### src/zsr_ram.sv
// ----------------------------------------------------------------------------
// zsr_ram: generic single-port synchronous RAM
// One access per cycle; the read data is registered.
// ----------------------------------------------------------------------------
module zsr_ram #(
    parameter int unsigned WIDTH = 8,
    parameter int unsigned DEPTH = 256
) (
    input  logic                     clk,
    input  logic                     we,
    input  logic [$clog2(DEPTH)-1:0] addr,
    input  logic [WIDTH-1:0]         wdata,
    output logic [WIDTH-1:0]         rdata
);

    logic [WIDTH-1:0] mem [DEPTH];

    always_ff @(posedge clk) begin
        if (we) begin
            mem[addr] <= wdata;
        end
        rdata <= mem[addr];
    end

endmodule

### config.mk
export PLATFORM = sky130hd
export DESIGN_NAME = zsr_ram
export DESIGN_NICKNAME = d
export VERILOG_FILES = /design/src/zsr_ram.sv
export SDC_FILE = /design/constraint.sdc
export NUM_CORES = 2
export LEC_CHECK = 0
export BUFFER_PORTS_ARGS = -buffer_cell sky130_fd_sc_hd__buf_4
export CORE_MARGIN = 3
export CORE_UTILIZATION = 40
export DETAILED_ROUTE_END_ITERATION = 7
export HOLD_SLACK_MARGIN = 0.02
export PLACE_DENSITY_LB_ADDON = 0.2
export SYNTH_ARGS = -nofsm -noshare
export SYNTH_HDL_FRONTEND = slang
export SYNTH_SLANG_ARGS = --single-unit
### constraint.sdc
create_clock -name clk -period 2.39 [get_ports clk]
set_input_delay 0.239 -clock clk [delete_from_list [all_inputs] [get_ports clk]]
set_output_delay 0.239 -clock clk [all_outputs]
set_load 0.02 [all_outputs]
Word-level counts from Yosys, hierarchy flattened

Memory sizes are Yosys's and may differ from the RTL's. A register that Yosys moved wholly into a read port is not among the register bits.
Index checks and enable logic that the tools add are counted.

Bits in writable memories: 2048
Bits of input ports: 18
Latch bits: 0
Register bits: 0
Bits in read-only memories: 0
Memories kept: 1

Memories:

| memory | words | bits a word | read ports | clocked after memory_dff | write ports | RTL line | text |
|---|---|---|---|---|---|---|---|
| mem    | 256   | 8           | 1          | 1                        | 1           | 16       | `logic [WIDTH-1:0] mem [DEPTH];` |

$mul: 0
Order comparisons: 0
Div/mod/pow operators: 0
Bitwise logic cells: 0
Equal/unequal tests: 0
Shift operators: 0
Reduce and logical (&&, ||, !) cells: 0
Add/subtract/negate cells: 0
Multiplexer cells: 2

Operators by type and width:

| kind   | number |
|---|---|
| $mux 1 | 2 |

Depth between registers and ports, before layout

Depth in word-level cells: 2
Depth in mapped cells: 10
Gate-level depth less buffers: 5

Least setup slack after synthesis

Ideal clock, no wire load.

Path type: input-to-reg
From: input addr[1]
To: memory mem[111][0] (enable)
Data arrival time: 2.088 ns
Required time: 2.020 ns
Stages on the path: 9
Setup slack: -0.068 ns
Cells stage by stage: buf_2 clkbuf_1 clkbuf_1 nand2_1 buf_2 nor2_1 nand2_1 clkbuf_1 nor2_1

RTL lines:

| element     | RTL line | text |
|---|---|---|
| from (decl) | 11       | `input logic [$clog2(DEPTH)-1:0] addr,` |
| to (decl)   | 16       |  |

No word-level cell before the write port.

==> results by group <==
Pwr
  • Sw frac: 0.210
  • Clock share of power: 0.414
  • Power share of the combinational group: 0.053
  • P_leak: 0.0297 uW
  • Max VDD drop: 0.675 mV
  • Seq pwr share: 0.532
  • Pwr Density: 798 mW/mm2
  • Cell Int Power: 59,100 uW
  • Net Sw Power: 15,700 uW

Floorplanning
  • IO Pins: 26
  • Row Count: 161
  • CORE AREA: 0.194 mm2
  • Initial Utilization: 0.405
  • Die W: 449 um
  • Die Span Y: 449 um
  • Die footprint: 0.202 mm2

Global routing
  • GR peak layer: met2
  • Initial antenna violation count: 6
  • GRT overflow: 0
  • GRT Util Overall: 0.200
  • Met1 Use GR: 0.286
  • Vias in the first global route: 40,094
  • Pin count of the biggest net entering global routing: 102
  • Met2 Usage GRT: 0.327
  • GR Layer Usage met3: 0.0302
  • First-pass GRT wire length: 294,000 um

Route
  • Routed length per instance: 29.0 um
  • ANT nets after route: 0
  • Pre-antenna DRT Iters: 5
  • Vias: 38,765
  • Total wire length: 202,000 um
  • Residual DRC: 0
  • DR iter-0 viols: 3,829
  • Vias per cell: 5.57

Setup path
  • WS Path Type: flop to flop
  • Worst-path maximum fanout: 1
  • CP Data Arrival Time: 2.98 ns
  • Reg2Reg Depth: 6
  • Crit start category: flop
  • Worst EP required: 3.08 ns
  • Setup crit end kind: flop

STA
  • Min Hold Slack: 0.181 ns
  • Setup TNS: 0 ns
  • Worst setup margin: 0.0919 ns
  • Period minus WS final: 2.30 ns
  • RSZ-0062 raised after global routing: no
  • Final worst path period share: 0.962
  • Fin. max-slew vios: 0
  • Setup Viol. Count Final: 0
  • Fmax: 435 MHz
  • Worst-Margin Slew: 1.10 ns
  • Final Hold Viols: 0
  • Clk_skew: 0.0407 ns
  • Worst slew margin: 0.264

CTS
  • Worst-skew pair later-pin latency: 0.82 ns
  • Clock Sinks: 2,056
  • Root Buffer: clkbuf_16
  • CTS max path bufs: 3
  • Number of H-tree levels: 4
  • Reg clk slew, reported paths: 0.06 ns
  • Num CTS Buffers: 205
  • CTS tree: built

Logic synthesis
  • Cell Area, Synth: 0.0785 mm2
  • Post-synthesis async set-or-reset flop share: 0
  • Post-Syn Area per Cell: 22.1 um2
  • Seq cells post-synth: 2,056
  • Ys Warns: 0
  • Synth area leader: edfxtp_1
  • Syn Inst Count: 3,547
  • Synth unique cells: 22
  • EDFF count, synth: 2,048
  • Top_reg_cell synth: edfxtp_1
  • Synth Net Count: 3,565
  • Yosys top cell area share: 0.783
  • Area contributors post-synth: edfxtp_1 78%, mux4_2 15%, a22oi_1 2.4%
  • Register area share after synthesis: 0.786

Layout
  • Leading cell type in the layout, fill and taps excluded: edfxtp_1
  • Share of cells above drive strength 1: 0.339
  • Nets@finish: 4,208
  • Footprint of the multi-input gates: 0.0160 mm2
  • Commonest cells after routing, fill and taps aside: 2,048 x edfxtp_1, 539 x buf_4, 512 x mux4_2, 255 x a22oi_1, 224 x nor2_1
  • FF+latch area: 0.0617 mm2
  • Fill count: 15,918
  • Area Growth Syn to Fin: 19.5%
  • Final Cell Area: 0.0938 mm2

Job
  • Max Cap Viol: 0

Place
  • Input/output buffers: 25
  • Global placement routability congestion: 0.799
  • Dpl ws: -1.10 ns
  • DP HPWL: 130,000 um
  • Placed cell area: 0.0872 mm2

Min path
  • Worst hold path type: input pin to flop
  • Worst hold path depth: 6

Outcome
  • Status: complete, no violations
==> registers in the layout, summed over array words and instances, names as in the netlist <==
register,cells
mem,2048
rdata,8
==> routing by layer <==
metal / vias up / wire length, um
li1: 16370 / -
met1: 20959 / 86500
met2: 1186 / 99600
met3: 248 / 11600
met4: 2 / 3890
met5: - / 27
==> metrics by stage <==
stage / utilization / instances / total power [uW]
floorplan: - / 3547 / 42300
global placement: 0.450 / 6583 / 44600
detailed placement: 0.450 / 6583 / 44600
CTS: 0.484 / 6960 / 75500
global route: 0.484 / 6960 / 77200
finish: 0.484 / 6961 / 74800
==> synthesized netlist by cell type (all sizes together) (13+ instances only) <==
cell / number
edfxtp: 2048
mux4: 512
a22oi: 256
nor2: 232
clkbuf: 145
a21oi: 128
buf: 87
o41ai: 32
nor3: 30
nand2: 28
nand3: 13
==> worst paths after layout <==
kind / slack [ns] / end / from
worst min register to register: 1.03 / rdata[6] / mem[27][6]
worst max-delay path: 0.09 / rdata[1] / mem[228][1]
worst min-delay path: 0.18 / rdata[3] / addr[7]
worst max register to register: 0.09 / rdata[1] / mem[228][1]
==> timing repair <==
action	4_1_cts	5_1_grt
pin swaps	0	2
setup endpoints to repair	7	3
hold buffers	8	0
resized for setup	15	2
hold endpoints to repair	564	0
buffers inserted	0	0
==> layout make-up <==
type	instances	area share
timing repair buffer	668	0.0693
clock buffer	272	0.0589
tap	2608	0.0348
multi-input combinational	1258	0.170
inverter	1	0.0000400
clock inverter	97	0.00914
sequential	2056	0.658
antenna	1	0.0000267
==> critical path, stage by stage, from the launching register on <==
cell and delay (ns):
edfxtp_1 0.37, mux4_2 0.49, a22oi_1 0.24, a21oi_1 0.18
o41ai_4 0.56, buf_4 0.24, nand4_1 0.08
==> power by group through the flow <==
stage                     Combinational, uW  Sequential, uW  Clock, uW
final                                  3990           39800      31000
after global routing                   4250           39800      33100
after CTS                              4070           39800      31600
after detailed placement               4030           40600          0
after global placement                 4000           40600          0
after floorplan                        1770           40600          0
==> kinds of logic (layout without fill, tap and decap cells) <==
kind of cell / Yosys count / in the layout / share of synthesized area
flip-flops: 2056 / 2056 / 0.786
multiplexers: 512 / 512 / 0.147
AO/OA/AOI/OAI: 416 / 416 / 0.0362
AND/OR/NAND/NOR: 330 / 330 / 0.0173
buffers and inverters: 233 / 1038 / 0.0140
other: 0 / 1 / 0
(Power assumes the default switching activity.)
