$ cat config.mk
export PLATFORM = sky130hd
export DESIGN_NAME = zsr_fetch
export DESIGN_NICKNAME = d
export VERILOG_FILES = /design/src/zsr_pkg.sv /design/src/zsr_fetch.sv
export SDC_FILE = /design/constraint.sdc
export NUM_CORES = 1
export LEC_CHECK = 0
export ABC_AREA = 1
export BUFFER_PORTS_ARGS = -buffer_cell sky130_fd_sc_hd__buf_2
export CORE_UTILIZATION = 49
export DETAILED_ROUTE_END_ITERATION = 10
export PLACE_DENSITY = 0.78
export SLEW_MARGIN = 40
export SYNTH_ARGS = -nofsm -noshare
export SYNTH_HDL_FRONTEND = slang
export SYNTH_SLANG_ARGS = --single-unit
export TNS_END_PERCENT = 10
$ cat constraint.sdc
create_clock -name aclk -period 1.3 [get_ports aclk]
set_input_delay 0 -clock aclk [delete_from_list [all_inputs] [get_ports aclk]]
set_output_delay 0 -clock aclk [all_outputs]
set_load 0.02 [all_outputs]
$ cat src/zsr_pkg.sv
// ----------------------------------------------------------------------------
// zsr_pkg: shared types and constants of the screen line renderer
// Holds the video memory geometry, the cell record handed from the fetch
// sequencer to the pixel stage, and the fixed 16-bit palette.
// ----------------------------------------------------------------------------
package zsr_pkg;

    localparam int unsigned VRAM_DEPTH = 6912;
    localparam int unsigned VRAM_AW    = 13;
    localparam int unsigned VRAM_DW    = 8;
    localparam int unsigned LINE_COUNT = 192;

    localparam logic KIND_WRITE  = 1'b0;
    localparam logic KIND_RENDER = 1'b1;

    // Normal palette components.
    localparam logic [15:0] NORM_BLUE   = 16'hF000;
    localparam logic [15:0] NORM_RED    = 16'h07C0;
    localparam logic [15:0] NORM_GREEN  = 16'h001E;
    // Bright palette components.
    localparam logic [15:0] BRIGHT_BLUE  = 16'hF800;
    localparam logic [15:0] BRIGHT_RED   = 16'h07E0;
    localparam logic [15:0] BRIGHT_GREEN = 16'h001F;

    // One character cell of a line: bitmap byte, attribute byte, position, flash phase.
    typedef struct packed {
        logic [7:0] bits;
        logic [7:0] attr;
        logic [4:0] cell_idx;
        logic       flash;
    } cell_t;

    // Color number: bit 0 blue, bit 1 red, bit 2 green.
    function automatic logic [15:0] palette(input logic [2:0] color, input logic bright);
        logic [15:0] pix;
        pix = 16'h0000;
        if (bright) begin
            if (color[0]) pix = pix | BRIGHT_BLUE;
            if (color[1]) pix = pix | BRIGHT_RED;
            if (color[2]) pix = pix | BRIGHT_GREEN;
        end else begin
            if (color[0]) pix = pix | NORM_BLUE;
            if (color[1]) pix = pix | NORM_RED;
            if (color[2]) pix = pix | NORM_GREEN;
        end
        return pix;
    endfunction

endpackage

$ cat src/zsr_fetch.sv
// ----------------------------------------------------------------------------
// zsr_fetch: video memory read sequencer
// Issues the 64 reads of a line (bitmap byte then attribute byte for each of
// the 32 cells) and collects each cell into a one-entry hold buffer.
// ----------------------------------------------------------------------------
module zsr_fetch (
    input  logic                         aclk,
    input  logic                         aresetn,
    input  logic                         start,
    input  logic [7:0]                   line,
    input  logic                         flash,
    output logic [zsr_pkg::VRAM_AW-1:0]  rd_addr,
    input  logic [zsr_pkg::VRAM_DW-1:0]  rd_data,
    output logic                         hold_valid,
    output zsr_pkg::cell_t               hold,
    input  logic                         hold_pop,
    output logic                         busy
);

    logic                 run_reg;
    logic [5:0]           rd_cnt_reg;
    logic                 pend_reg;
    logic                 pend_attr_reg;
    logic [4:0]           pend_cell_reg;
    logic [7:0]           bmp_hi_reg;
    logic [4:0]           row_reg;
    logic                 flash_reg;
    logic [7:0]           bm_reg;
    logic                 hold_valid_reg;
    zsr_pkg::cell_t       hold_reg;
    logic                 issue;
    logic [4:0]           rd_cell;

    // An attribute read waits until the hold buffer is free, so its data
    // always has a place to land.
    assign issue   = run_reg && (!rd_cnt_reg[0] || !hold_valid_reg);
    assign rd_cell = rd_cnt_reg[5:1];
    assign rd_addr = rd_cnt_reg[0] ? {2'b11, 1'b0, row_reg, rd_cell} : {bmp_hi_reg, rd_cell};

    always_ff @(posedge aclk) begin
        if (!aresetn) begin
            run_reg        <= 1'b0;
            rd_cnt_reg     <= 6'd0;
            pend_reg       <= 1'b0;
            hold_valid_reg <= 1'b0;
        end else begin
            if (start) begin
                run_reg    <= 1'b1;
                rd_cnt_reg <= 6'd0;
            end else if (issue) begin
                rd_cnt_reg <= rd_cnt_reg + 6'd1;
                if (rd_cnt_reg == 6'd63) begin
                    run_reg <= 1'b0;
                end
            end
            pend_reg <= issue && !start;
            if (pend_reg && pend_attr_reg) begin
                hold_valid_reg <= 1'b1;
            end else if (hold_pop) begin
                hold_valid_reg <= 1'b0;
            end
        end
    end

    always_ff @(posedge aclk) begin
        if (start) begin
            // Bitmap rows interleave: thirds, then pixel row, then char row.
            bmp_hi_reg <= {line[7:6], line[2:0], line[5:3]};
            row_reg    <= line[7:3];
            flash_reg  <= flash;
        end
        pend_attr_reg <= rd_cnt_reg[0];
        pend_cell_reg <= rd_cell;
        if (pend_reg && !pend_attr_reg) begin
            bm_reg <= rd_data;
        end
        if (pend_reg && pend_attr_reg) begin
            hold_reg.bits     <= bm_reg;
            hold_reg.attr     <= rd_data;
            hold_reg.cell_idx <= pend_cell_reg;
            hold_reg.flash    <= flash_reg;
        end
    end

    assign hold_valid = hold_valid_reg;
    assign hold       = hold_reg;
    assign busy       = run_reg || pend_reg || hold_valid_reg;

endmodule

; ---- Yosys cells after proc, flatten, opt, wreduce, memory -nomap -nowiden
; Cells that the tools add are included.
[classes]
n_addsub = 1
n_eq_ne = 1
muxes = 6
bitwise = 1
n_reduce_logical = 16
[op_table]
columns = operator, n
row1 = 13-bit two-way mux, 1
row2 = "6-bit by 1-bit adder with 6-bit output, second input constant", 1
row3 = "6-bit == test, second input constant", 1
row4 = 2-bit nonzero test, 3
row5 = 1-bit two-way mux, 5
row6 = 1-bit logical AND, 4
row7 = 1-bit logical NOT, 4
row8 = 1-bit logical OR, 3
row9 = 2-bit AND reduction, 1
row10 = 2-bit OR reduction, 1
row11 = 1-bit NOT, 1
[totals]
register_bits = 59
inputBits = 21
output_inout_bits = 37

; ---- Logic depth before layout (Yosys ltp)
[depth]
word_depth = 5
depth_mapped = 7

; ---- Worst setup path before layout
; No wires, ideal clock.
[synth_timing]
path_type = register to register
start = reg pend_attr_reg
end = reg hold_reg, in the netlist hold[0] (enable)
t_arrival_ns = 0.814
required_ns = 0.923
setup_slack_ns = 0.109
stages_incl_launch_ff = 3
n_path_buf = 0
cell_sequence = dfxtp_1 -> nand2_1 -> inv_1
[synth_via]
elab_chain_len = 1
[synth_rtl]
columns = element, line_no
row1 = "start, declared", zsr_fetch.sv:23  ; logic pend_attr_reg;
row2 = "start signal, assigned", zsr_fetch.sv:72  ; pend_attr_reg <= rd_cnt_reg[0];
row3 = 1-bit logical AND, zsr_fetch.sv:77  ; if (pend_reg && pend_attr_reg) begin
row4 = "end, declared", zsr_fetch.sv:30  ; zsr_pkg::cell_t hold_reg;
; No other way between the ends.
; A chain may end at the register's enable or synchronous reset.

; ---- Final worst setup path
[layout_timing]
start = in start
end = reg rd_cnt_reg[2]
[layout_via]
elab_chain_len = 1
[layout_rtl]
columns = element, line_no
row1 = "start, declared", zsr_fetch.sv:9  ; input logic start,
row2 = 2-bit OR reduction (no source line), n/a
row3 = "end signal, assigned", zsr_fetch.sv:51  ; rd_cnt_reg <= rd_cnt_reg + 6'd1;
row4 = "end, declared", zsr_fetch.sv:21  ; logic [5:0] rd_cnt_reg;
; No other way between the ends.

==> impl_metrics.tcl <==
set metrics [dict create \
    status "completed" \
    critPathArrivalTime_ps 1490 \
    setup_viol 0 \
    cts_sinks 54 \
    worstHoldStart "line[7]" \
    clk_latency_ps 360 \
    ys_seq_area_share_pct 82.8 \
    layout_commonest_cell "buf_2" \
    num_rows 21 \
    power_density_nw_per_um2 1170 \
    core-area_um2 3420 \
    cp-start-kind "input port" \
    finalNonFillerCells 248 \
    cts_buffers 5 \
    die-height_um 62.2 \
    area_delta_synth_final_pct 33.2 \
    fin_tns_setup_ps 0 \
    slew_headroom_pct 74.7 \
    maxCapViolations 0 \
    syn-cell-area_um2 1780 \
    wirelength_um 3160 \
    vias 1165 \
    vias_per_cell 4.70 \
    fill_cells 242 \
    dr.pass1.iters 4 \
    required_ps 1590 \
    grt_setup_unrepaired "false" \
    final_layout_size_suffix_gt1_share_pct 35.6 \
    route.detailed.wl_per_inst_um 12.7 \
    ant_nets 0 \
    grt_usage_pct 17.7 \
    die_x_um 62.2 \
    antenna_found_initial 0 \
    root_buffer "clkbuf_4" \
    postSynthAreaPerCell_um2 14.6 \
    worstPathMaxFanout 12 \
    synth_cell_type_count 15 \
    clk_pin_slew_ps 140 \
    grt_pass1_wl_um 5080 \
    dpl.hpwl_um 1980 \
    fin_crit_sh_pct 92.2 \
    syn-instance-count 122 \
    dieArea_um2 3870 \
    yosysWarnings 0 \
    finalMaxSlewViolations 0 \
    hold_viol_final 0 \
    largest_register_ffs 22 \
    drcViolationCount 0 \
    most-common-layout-cells "buf_2, edfxtp_1, dlygate4sd3_1" \
    worst_pin_slew_ps 378 \
    fin_nets 223 \
    gp_congestion 0.750 \
    syn_nets 144 \
    critPathCaptureType "register" \
    clockBufferDepth 2 \
    ioPinCount 58 \
    grt_overflow 0 \
    fmax_mhz 834 \
    htree_levels 2 \
    initial_core_util_pct 52.0 \
    startpoint "start" \
    r2r-start "rd_cnt_reg[0]" \
    drt_iter0_markers 28 \
    synth-seq-cells 54 \
    final_core_util_pct 69.3 \
    fin_skew_ps 15.6 \
    leakagePower_nw 0.981 \
    numPortBuffers 57 \
    vdd_drop_max_uv 831 \
    grt_max_degree 23 \
    worstSetupPathType "input port to register" \
    cts_tree "done" \
    placed_cells 219 \
    min_path_type "input port to register" \
    grt_pass1_vias 1112 \
    fin_crit_ps 1200 \
    diodes 0 \
]
## what timing repair did
| item | 4_1_cts | 5_1_grt |
|---|---|---|
| hold buffers | 21 | 0 |
| pin swaps | 0 | 0 |
| endpoints found under the setup margin | 3 | 5 |
| resized for setup | 1 | 5 |
| hold endpoints to repair | 28 | 0 |
| buffers inserted | 0 | 0 |
## layer usage
layer / wire length, µm / vias to the layer above / GRT usage, % / share of wire, %
met3: 207 / 11 / 5.15 / 6.6
met2: 1630 / 57 / 31.6 / 52
met5: 0 / - / 0 / 0
met4: 114 / 0 / 9.59 / 3.6
met1: 1210 / 530 / 18.6 / 38
li1: - / 567 / - / -
## logic make-up (layout without fill, tap and decap cells)
logic type | after synthesis | in the layout | share of synthesized area (%)
AO/OA/AOI/OAI | 10 | 10 | 2.82
adder cells (fa/ha/maj) | 1 | 1 | 0.704
buffers and inverters | 22 | 102 | 5.70
flip-flops | 54 | 54 | 82.8
AND/OR/NAND/NOR | 35 | 35 | 7.96
## through the flow
| step | power, mW | setup WS (ps) | cell area (µm²) | hold WS, ps |
|---|---|---|---|---|
| after CTS | 2.79 | 21.1 | 2360 | 328 |
| after floorplan | 2.02 | 109 | 1780 | 79.3 |
| after global placement | 2.08 | 167 | 2100 | 177 |
| after detailed placement | 2.09 | 4.52 | 2100 | 179 |
| final | 2.77 | 101 | 2370 | 354 |
| after global routing | 2.87 | 22.0 | 2370 | 341 |
## synth_stat cells
master | count | area share (%)
o21ai_1 | 1 | 0.28
nor2_1 | 12 | 2.5
inv_1 | 14 | 3.0
a21oi_1 | 4 | 1.1
o21ai_0 | 5 | 1.4
dfxtp_1 | 15 | 17
nor2_2 | 1 | 0.35
ha_1 | 1 | 0.70
clkbuf_1 | 3 | 0.63
nor3_1 | 1 | 0.28
nand3_1 | 3 | 0.84
buf_4 | 5 | 2.1
nand2_1 | 17 | 3.6
nand2_2 | 1 | 0.35
edfxtp_1 | 39 | 66
## layout make-up
type	instances	area [µm²]	area share (%)
Inverter	14	52.6	2.22
Clock inverter	2	8.76	0.370
Sequential cell	54	1480	62.4
Timing Repair Buffer	80	523	22.1
Clock buffer	6	41.3	1.74
Tap cell	46	57.6	2.43
Multi-Input combinational cell	46	206	8.72
## report_power, final
group	internal [mW]	switching (mW)
Clock	0.205	0.462
Sequential	1.88	0.0174
Combinational	0.0964	0.109
Total	2.18	0.588
## critical path, cell delays in order
cell	delay, ps
dlygate4sd3_1	550
buf_2	220
nor2_1	350
o21ai_0	190
a21oi_1	180
## final timing paths
kind / end / slack, ps / depth (start not counted)
max reg2reg: run_reg / 110 / 6
max: rd_cnt_reg[2] / 100 / 5
min: bmp_hi_reg[7] / 350 / 2
min reg2reg: pend_cell_reg[4] / 400 / 0
(Power assumes the default switching activity.)
