File: config.mk
export PLATFORM = sky130hd
export DESIGN_NAME = zsr_pixel
export DESIGN_NICKNAME = d
export VERILOG_FILES = /design/src/zsr_pkg.sv /design/src/zsr_pixel.sv
export SDC_FILE = /design/constraint.sdc
export NUM_CORES = 1
export LEC_CHECK = 0
export ABC_CLOCK_PERIOD_IN_PS = 5150
export BUFFER_PORTS_ARGS = -buffer_cell sky130_fd_sc_hd__buf_2
export CORE_AREA = 3 3 94 96
export CTS_CLUSTER_SIZE = 20
export DETAILED_ROUTE_END_ITERATION = 8
export DIE_AREA = 0 0 97 99
export GPL_ROUTABILITY_DRIVEN = 0
export PLACE_DENSITY = 0.63
export SYNTH_ARGS = -nofsm -noshare
export SYNTH_HDL_FRONTEND = slang
export SYNTH_SLANG_ARGS = --single-unit
File: constraint.sdc
create_clock -name aclk -period 5.15 [get_ports aclk]
set_clock_uncertainty 0.2 [all_clocks]
set_input_delay 0.515 -clock aclk [delete_from_list [all_inputs] [get_ports aclk]]
set_output_delay 0.515 -clock aclk [all_outputs]
set_load 0.01 [all_outputs]
File: src/zsr_pkg.sv
// ----------------------------------------------------------------------------
// zsr_pkg: shared types and constants of the screen line renderer
// Holds the video memory geometry, the cell record handed from the fetch
// sequencer to the pixel stage, and the fixed 16-bit palette.
// ----------------------------------------------------------------------------
package zsr_pkg;

    localparam int unsigned VRAM_DEPTH = 6912;
    localparam int unsigned VRAM_AW    = 13;
    localparam int unsigned VRAM_DW    = 8;
    localparam int unsigned LINE_COUNT = 192;

    localparam logic KIND_WRITE  = 1'b0;
    localparam logic KIND_RENDER = 1'b1;

    // Normal palette components.
    localparam logic [15:0] NORM_BLUE   = 16'hF000;
    localparam logic [15:0] NORM_RED    = 16'h07C0;
    localparam logic [15:0] NORM_GREEN  = 16'h001E;
    // Bright palette components.
    localparam logic [15:0] BRIGHT_BLUE  = 16'hF800;
    localparam logic [15:0] BRIGHT_RED   = 16'h07E0;
    localparam logic [15:0] BRIGHT_GREEN = 16'h001F;

    // One character cell of a line: bitmap byte, attribute byte, position, flash phase.
    typedef struct packed {
        logic [7:0] bits;
        logic [7:0] attr;
        logic [4:0] cell_idx;
        logic       flash;
    } cell_t;

    // Color number: bit 0 blue, bit 1 red, bit 2 green.
    function automatic logic [15:0] palette(input logic [2:0] color, input logic bright);
        logic [15:0] pix;
        pix = 16'h0000;
        if (bright) begin
            if (color[0]) pix = pix | BRIGHT_BLUE;
            if (color[1]) pix = pix | BRIGHT_RED;
            if (color[2]) pix = pix | BRIGHT_GREEN;
        end else begin
            if (color[0]) pix = pix | NORM_BLUE;
            if (color[1]) pix = pix | NORM_RED;
            if (color[2]) pix = pix | NORM_GREEN;
        end
        return pix;
    endfunction

endpackage

File: src/zsr_pixel.sv
// ----------------------------------------------------------------------------
// zsr_pixel: cell to pixel conversion and output register
// Turns one cell into two groups of four 16-bit pixels and presents them on
// the output stream through a registered stage.
// ----------------------------------------------------------------------------
module zsr_pixel (
    input  logic           aclk,
    input  logic           aresetn,
    input  logic           hold_valid,
    input  zsr_pkg::cell_t hold,
    output logic           hold_pop,
    output logic           out_valid,
    input  logic           out_ready,
    output logic [63:0]    out_pixels,
    output logic [5:0]     out_index,
    output logic           out_last
);

    logic           stage_valid_reg;
    zsr_pkg::cell_t stage_reg;
    logic           half_reg;
    logic           out_valid_reg;
    logic [63:0]    pixels_reg;
    logic [5:0]     index_reg;
    logic           last_reg;
    logic           out_load;
    logic [15:0]    ink;
    logic [15:0]    paper;
    logic [15:0]    ink_sw;
    logic [15:0]    paper_sw;
    logic [63:0]    group;
    logic [2:0]     col;

    assign out_load = stage_valid_reg && (!out_valid_reg || out_ready);
    assign hold_pop = hold_valid && (!stage_valid_reg || (out_load && half_reg));

    always_comb begin
        ink   = zsr_pkg::palette(stage_reg.attr[2:0], stage_reg.attr[6]);
        paper = zsr_pkg::palette(stage_reg.attr[5:3], stage_reg.attr[6]);
        if (stage_reg.attr[7] && stage_reg.flash) begin
            ink_sw   = paper;
            paper_sw = ink;
        end else begin
            ink_sw   = ink;
            paper_sw = paper;
        end
        group = 64'd0;
        col   = 3'd0;
        for (int p = 0; p < 4; p++) begin
            // Bit 7 of the bitmap byte is the leftmost pixel of the cell.
            col = ~{half_reg, 2'(p)};
            group[16*p +: 16] = stage_reg.bits[col] ? ink_sw : paper_sw;
        end
    end

    always_ff @(posedge aclk) begin
        if (!aresetn) begin
            stage_valid_reg <= 1'b0;
            half_reg        <= 1'b0;
            out_valid_reg   <= 1'b0;
        end else begin
            if (hold_pop) begin
                stage_valid_reg <= 1'b1;
                half_reg        <= 1'b0;
            end else if (out_load) begin
                half_reg <= ~half_reg;
                if (half_reg) begin
                    stage_valid_reg <= 1'b0;
                end
            end
            if (out_load) begin
                out_valid_reg <= 1'b1;
            end else if (out_ready) begin
                out_valid_reg <= 1'b0;
            end
        end
    end

    always_ff @(posedge aclk) begin
        if (hold_pop) begin
            stage_reg <= hold;
        end
        if (out_load) begin
            pixels_reg <= group;
            index_reg  <= {stage_reg.cell_idx, half_reg};
            last_reg   <= (stage_reg.cell_idx == 5'd31) && half_reg;
        end
    end

    assign out_valid  = out_valid_reg;
    assign out_pixels = pixels_reg;
    assign out_index  = index_reg;
    assign out_last   = last_reg;

endmodule

Word-level counts from Yosys, hierarchy flattened. Index checks and enable logic that the tools add are counted.

Bits of input ports: 26. Flip-flop bits (word level): 96.

Reductions and logical operators: 14. Bitwise gates (word level): 6. $lt $le $gt $ge: 4. Muxes and demuxes: 33. Equal/unequal tests: 1.

Operators with widths (count): $mux 16 (12); $mux 11 (4); $mux 5 (4); $lt 3x4->1 const B (4); $bmux 1 s3 (4); $not 3->3 (4); $mux 1 (9); $reduce_bool 2->1 (3); $eq 5x5->1 const B (1); $logic_and 1x1->1 (5); $logic_not 1->1 (2); $logic_or 1x1->1 (2); $not 1->1 (2); $reduce_and 2->1 (1); $reduce_or 2->1 (1).

Longest topological paths before layout. Gate-level depths: netlist (run 1).

Word-level depth: 8. Mapped depth: 4. Gate-level depth less buffers: 3.

Least setup slack after synthesis (run 1). OpenSTA, ideal clock, no wires.

Path type: input to output. From: in out_ready. To: out hold_pop. Arrival: 1.900 ns. Stages on the path: 3. Slack: 2.535 ns. Data required time: 4.435 ns. Cells stage by stage: nand2b_1 a21oi_1 nor2b_1.

Longest elaborated chain between the ends: 5.

RTL lines: from (decl) (line zsr_pixel.sv:13) `input logic out_ready,`; $logic_or 1x1->1 (line zsr_pixel.sv:34) `assign out_load = stage_valid_reg && (!out_valid_reg || out_ready);`; $logic_and 1x1->1 (line zsr_pixel.sv:34); $logic_and 1x1->1 (line zsr_pixel.sv:35) `assign hold_pop = hold_valid && (!stage_valid_reg || (out_load && half_reg));`; $logic_or 1x1->1 (line zsr_pixel.sv:35); $logic_and 1x1->1 (line zsr_pixel.sv:35); to (decl) (line zsr_pixel.sv:11) `output logic hold_pop,`.

No other way between the ends.

Final worst setup path (run 1).
From: reg half_reg. To: out hold_pop.

Longest elaborated chain between the ends: 3.

RTL lines: from (decl) (line zsr_pixel.sv:21) `logic half_reg;`; from (signal assigned) (line zsr_pixel.sv:66) `half_reg <= ~half_reg;`; $logic_and 1x1->1 (line zsr_pixel.sv:35); $logic_or 1x1->1 (line zsr_pixel.sv:35); $logic_and 1x1->1 (line zsr_pixel.sv:35).

No other way between the ends.

==> out/summary.txt, run 1 <==
number of global-route vias before repair = 1351
Setup TNS = 0 ns
Mean Syn Cell Area = 13.5 um^2
final hold violation count = 0
internal power = 739 uW
switching power total = 229 uW
yosys warns = 0
H-tree depth = 2
commonest non-fill, non-tap cell in the layout = buf_2
R2R Path Start = half_reg$_SDFFE_PP0P_
total leakage power = 0.00121 uW
drt pass-1 iters = 6
Gate power share = 0.141
DR iter-0 viols = 114
Filler cells = 798
Post-Synth XOR/XNOR Area = 0
Die W = 97 um
CP startpoint kind = flip-flop
multi-input logic area = 480 um^2
RSZ-0062 raised after global routing = false
I/O pin cnt = 99
Longest Clk Path Bufs = 2
max reg flops = 24
Num Clock Sinks = 56
Slowest-stage cell, CP = nor2b_2
Worst Tran Pin Value = 1.08 ns
Die Span Y = 99 um
Layout area overhead = 16.8%
largest family of logic cells by synthesized area = buffers and inverters
post-route minimum period = 3.02 ns
Worst EP arrival = 2.30 ns
Final #Nets = 271
VDD IR max = 0.149 mV
Mapped Area = 0.00247 mm^2
Net Sw Frac = 0.236
Final HPWL DP = 3660 um
row count = 33
hold path start = hold[4]
PwrDens = 336 mW/mm^2
synth unique cells = 25
status = complete, no violations
CP cell instances = a21oi_1, nor2b_2, buf_2
DRC Markers = 0
highest net fanout along the worst path = 23
hold_buf cts = 0
Max Slew Vio Count = 0
Reg area = 0.00165 mm^2
commonest non-fill, non-tap cells in the layout = buf_2, edfxtp_1, o21ai_0
part of the power in the clock network = 0.282
Post-Route WL = 4630 um
Seq pwr share = 0.578
share of layout cells above drive strength 1 = 0.459
first-pass GRT wire length = 6900 um
max frequency = 0.331 GHz
fin crit share = 0.586
total CTS buffers = 5
Routed Antenna Nets = 0
core area = 0.00813 mm^2
post-CTS setup buffers = 0
post-synthesis sequential area ratio = 0.670
CTS clk-pin slew, worst paths = 0.09 ns
initial antenna violation count = 0
Yosys reg bits = 56
post-synthesis simple-gate area fraction = 0.0497
Max-Slew Margin vs Limit = 0.279
# setup viols final = 0
Cells after Synth = 183
Initial Util = 0.303
Root Driver = clkbuf_8
Antenna diodes = 0
Synth Area in Compound Gates = 0.107
critical path class = flip-flop to output pin
min-delay worst type = primary input to flip-flop
GRT Overall Usage = 0.0922
vias per inst = 4.37
beginning of the critical path = half_reg$_SDFFE_PP0P_
Worst setup EP type = output pin
max cap viols = 0
mux cell area share after synthesis = 0.0375
IO Port Bufs = 98
total gr overflow = 0
worst-skew pair later-pin latency = 0.30 ns
die area = 0.00960 mm^2
WP data required = 4.43 ns
post-synthesis adder-cell area fraction = 0
post-CTS sizing = 0
largest net degree at the start of global routing = 24
total vias in the final route = 1535
critical path's largest stage delay = 0.87 ns
final hold slack = 0.180 ns
syn nets = 209
CTS tree = yes
DR WL/cell = 13.2 um
## through the flow
step / util / cells / power [uW] / cell area [um^2] / setup slack [ns]
2_1_floorplan: - / 183 / 673 / 2470 / 2.54
3_3_place_gp: 0.341 / 343 / 705 / 2770 / 2.44
3_5_place_dp: 0.341 / 343 / 707 / 2770 / 2.39
4_1_cts: 0.354 / 351 / 976 / 2880 / 2.07
5_1_grt: 0.354 / 351 / 1010 / 2880 / 1.94
6_report: 0.354 / 351 / 967 / 2880 / 2.13
## cell type report
type | instances | share of cell area
sequential | 56 | 0.573
timing repair buffer | 99 | 0.173
multi-input combinational | 80 | 0.167
tap | 105 | 0.0456
clock buffer | 6 | 0.0252
clock inverter | 2 | 0.0122
inverter | 3 | 0.00391
## synthesized netlist by cell type
| cell | count | area share |
|---|---|---|
| edfxtp_1 | 53 | 0.65 |
| buf_4 | 40 | 0.12 |
| o21ai_0 | 24 | 0.049 |
| a21oi_1 | 15 | 0.030 |
| nand2_1 | 13 | 0.020 |
| and3_1 | 6 | 0.015 |
| a21boi_1 | 4 | 0.012 |
| mux2i_1 | 4 | 0.016 |
| dfxtp_1 | 3 | 0.024 |
| inv_1 | 3 | 0.0046 |
| a21boi_0 | 2 | 0.0061 |
| mux2_2 | 2 | 0.0091 |
| mux2_4 | 2 | 0.012 |
| a2111oi_2 | 1 | 0.0061 |
| and2_1 | 1 | 0.0025 |
| and3_2 | 1 | 0.0030 |
| buf_2 | 1 | 0.0020 |
| buf_6 | 1 | 0.0046 |
| clkbuf_1 | 1 | 0.0015 |
| clkbuf_2 | 1 | 0.0020 |
| nand2b_1 | 1 | 0.0025 |
| nand4_1 | 1 | 0.0025 |
| nor2_1 | 1 | 0.0015 |
| nor2b_1 | 1 | 0.0025 |
| o21a_1 | 1 | 0.0030 |
## critical path: cells and delay by family, from the launching register on
family                 cells  cell delay, ns
AOI/OAI and AO/OA          1            0.18
and+or+nand+nor            1            0.87
DFF                        1            0.67
buffers and inverters      1            0.28
## power groups by stage
| stage | clock network [uW] | logic (uW) | registers (uW) |
|---|---|---|---|
| 2_1_floorplan | 0 | 98.8 | 574 |
| 3_3_place_gp | 0 | 136 | 569 |
| 3_5_place_dp | 0 | 137 | 570 |
| 4_1_cts | 279 | 137 | 560 |
| 5_1_grt | 295 | 148 | 565 |
| 6_report | 273 | 136 | 559 |
## path summary, 6_finish.rpt
kind | end | slack (ns) | depth (start not counted)
worst max-delay path | hold_pop | 2.13 | 3
worst min-delay path | stage_reg[4]$_DFFE_PP_ | 0.18 | 1
worst max register to register | stage_reg[6]$_DFFE_PP_ | 2.85 | 2
worst min register to register | out_index[3]$_DFFE_PP_ | 0.26 | 0
## metal layers
metal / vias up / track usage / share of wire
li1: 746 / - / -
met1: 686 / 0.122 / 0.44
met2: 96 / 0.144 / 0.45
met3: 7 / 0.0290 / 0.096
met4: 0 / 0.0292 / 0.011
met5: - / 0 / 0
## logic make-up (layout without fill, tap and decap cells)
family	after synthesis	count (layout)
mux	8	8
buf+inv	47	110
simple gates	25	25
compound gates	47	47
flops	56	56
(Power assumes the default switching activity.)
==> inputs of run 2 (changes only) <==
ABC_CLOCK_PERIOD_IN_PS = 3000   (was 5150)
clock period = 3 ns   (was 5.15 ns; I/O delays follow)
==> out/summary.txt, run 2 (same netlist as run 1, synthesis figures left out) <==
CTS tree = yes
multi-input logic area = 480 um^2
Worst setup EP type = output pin
Net Sw Frac = 0.245
finished layout cell area = 0.00313 mm^2
Routed Antenna Nets = 0
DR WL/cell = 12.6 um
Final HPWL DP = 3670 um
total leakage power = 0.00131 uW
DR iter-0 viols = 95
row count = 33
Reg area = 0.00165 mm^2
final hold slack = 0.0156 ns
Max-Slew Margin vs Limit = 0.619
commonest non-fill, non-tap cell in the layout = buf_2
CTS clk-pin slew, worst paths = 0.09 ns
Post-Route WL = 4720 um
Antenna diodes = 0
VDD IR max = 0.275 mV
Max Slew Vio Count = 0
DRC Markers = 0
final hold violation count = 0
CP startpoint kind = flip-flop
total vias in the final route = 1616
core area = 0.00813 mm^2
final worst slack = 1.00 ns
initial antenna violation count = 0
Filler cells = 771
vias per inst = 4.31
overall power = 1710 uW
Root Driver = clkbuf_8
critical path class = flip-flop to output pin
# setup viols final = 0
first-pass GRT wire length = 7570 um
WP data required = 2.50 ns
hold_buf cts = 23
post-CTS setup buffers = 0
max frequency = 0.501 GHz
Longest Clk Path Bufs = 2
commonest non-fill, non-tap cells in the layout = buf_2, edfxtp_1, o21ai_0
PwrDens = 547 mW/mm^2
Layout area overhead = 26.7%
Seq pwr share = 0.561
DP Worst Slack = 1.13 ns
Final #Nets = 295
largest net degree at the start of global routing = 32
H-tree depth = 2
part of the power in the clock network = 0.289
reg-to-reg setup timing slack = 1.16 ns
max cap viols = 0
Worst Tran Pin Value = 0.571 ns
Gate power share = 0.150
internal power = 1290 uW
Initial Util = 0.303
status = complete, no violations
share of layout cells above drive strength 1 = 0.426
max reg flops = 24
number of global-route vias before repair = 1564
GRT Overall Usage = 0.0982
post-place instance area = 0.00278 mm^2
fin crit share = 0.665
Worst EP arrival = 1.50 ns
IO Port Bufs = 98
Num Clock Sinks = 56
highest net fanout along the worst path = 13
Die W = 97 um
Setup TNS = 0 ns
total CTS buffers = 5
switching power total = 418 uW
I/O pin cnt = 99
min-delay worst type = primary input to flip-flop
total gr overflow = 0
post-route minimum period = 2.00 ns
drt pass-1 iters = 4
Die Span Y = 99 um
RSZ-0062 raised after global routing = false
die area = 0.00960 mm^2
post-CTS sizing = 0
worst-skew pair later-pin latency = 0.31 ns
[run 2: cell count changes in the layout (fill, tap and decap cells not counted)]
cell and change:
inv_6 +1, clkbuf_1 -1, dlygate4sd3_1 +23, buf_4 +1, clkinvlp_4 +1, clkinv_2 -1
[run 2: layout make-up]
type,instances,area share
repair buffers,123,0.235
flip-flops and latches,56,0.528
clock inverters,3,0.0148
multi-input cells,80,0.154
well taps,105,0.0420
inverters,3,0.00360
clock buffers,5,0.0220
[run 2: metal layers]
layer | up-vias | part of all wire | wire, um | track usage
li1 | 796 | - | - | -
met2 | 83 | 0.48 | 2260 | 0.164
met4 | 0 | 0.0038 | 18 | 0.0184
met5 | - | 0 | 0 | 0
met3 | 5 | 0.082 | 389 | 0.0311
met1 | 732 | 0.44 | 2060 | 0.127
[run 2: critical path, stage by stage (launching register included)]
cell,delay (ns)
dfxtp_1,0.69
a21oi_1,0.20
nor2b_2,0.16
buf_2,0.15
[run 2: path summary, 6_finish.rpt]
path | start | endpoint | depth (start not counted)
max | half_reg$_SDFFE_PP0P_ | hold_pop | 3
min | aresetn | stage_valid_reg$_SDFFE_PN0P_ | 2
min reg2reg | stage_reg[5]$_DFFE_PP_ | out_index[5]$_DFFE_PP_ | 0
max reg2reg | half_reg$_SDFFE_PP0P_ | stage_reg[20]$_DFFE_PP_ | 3
[run 2: power by group through the flow]
stage          Clock [uW]  Combinational, uW  Sequential, uW
2_1_floorplan           0                170             986
5_1_grt               543                281             970
6_report              494                257             959
3_5_place_dp            0                237             979
3_3_place_gp            0                236             976
4_1_cts               506                260             961
[run 2: stage by stage]
step	instances	util
CTS	375	0.384
floorplan	183	-
detailed placement	344	0.342
global placement	344	0.342
finish	375	0.384
global route	375	0.384
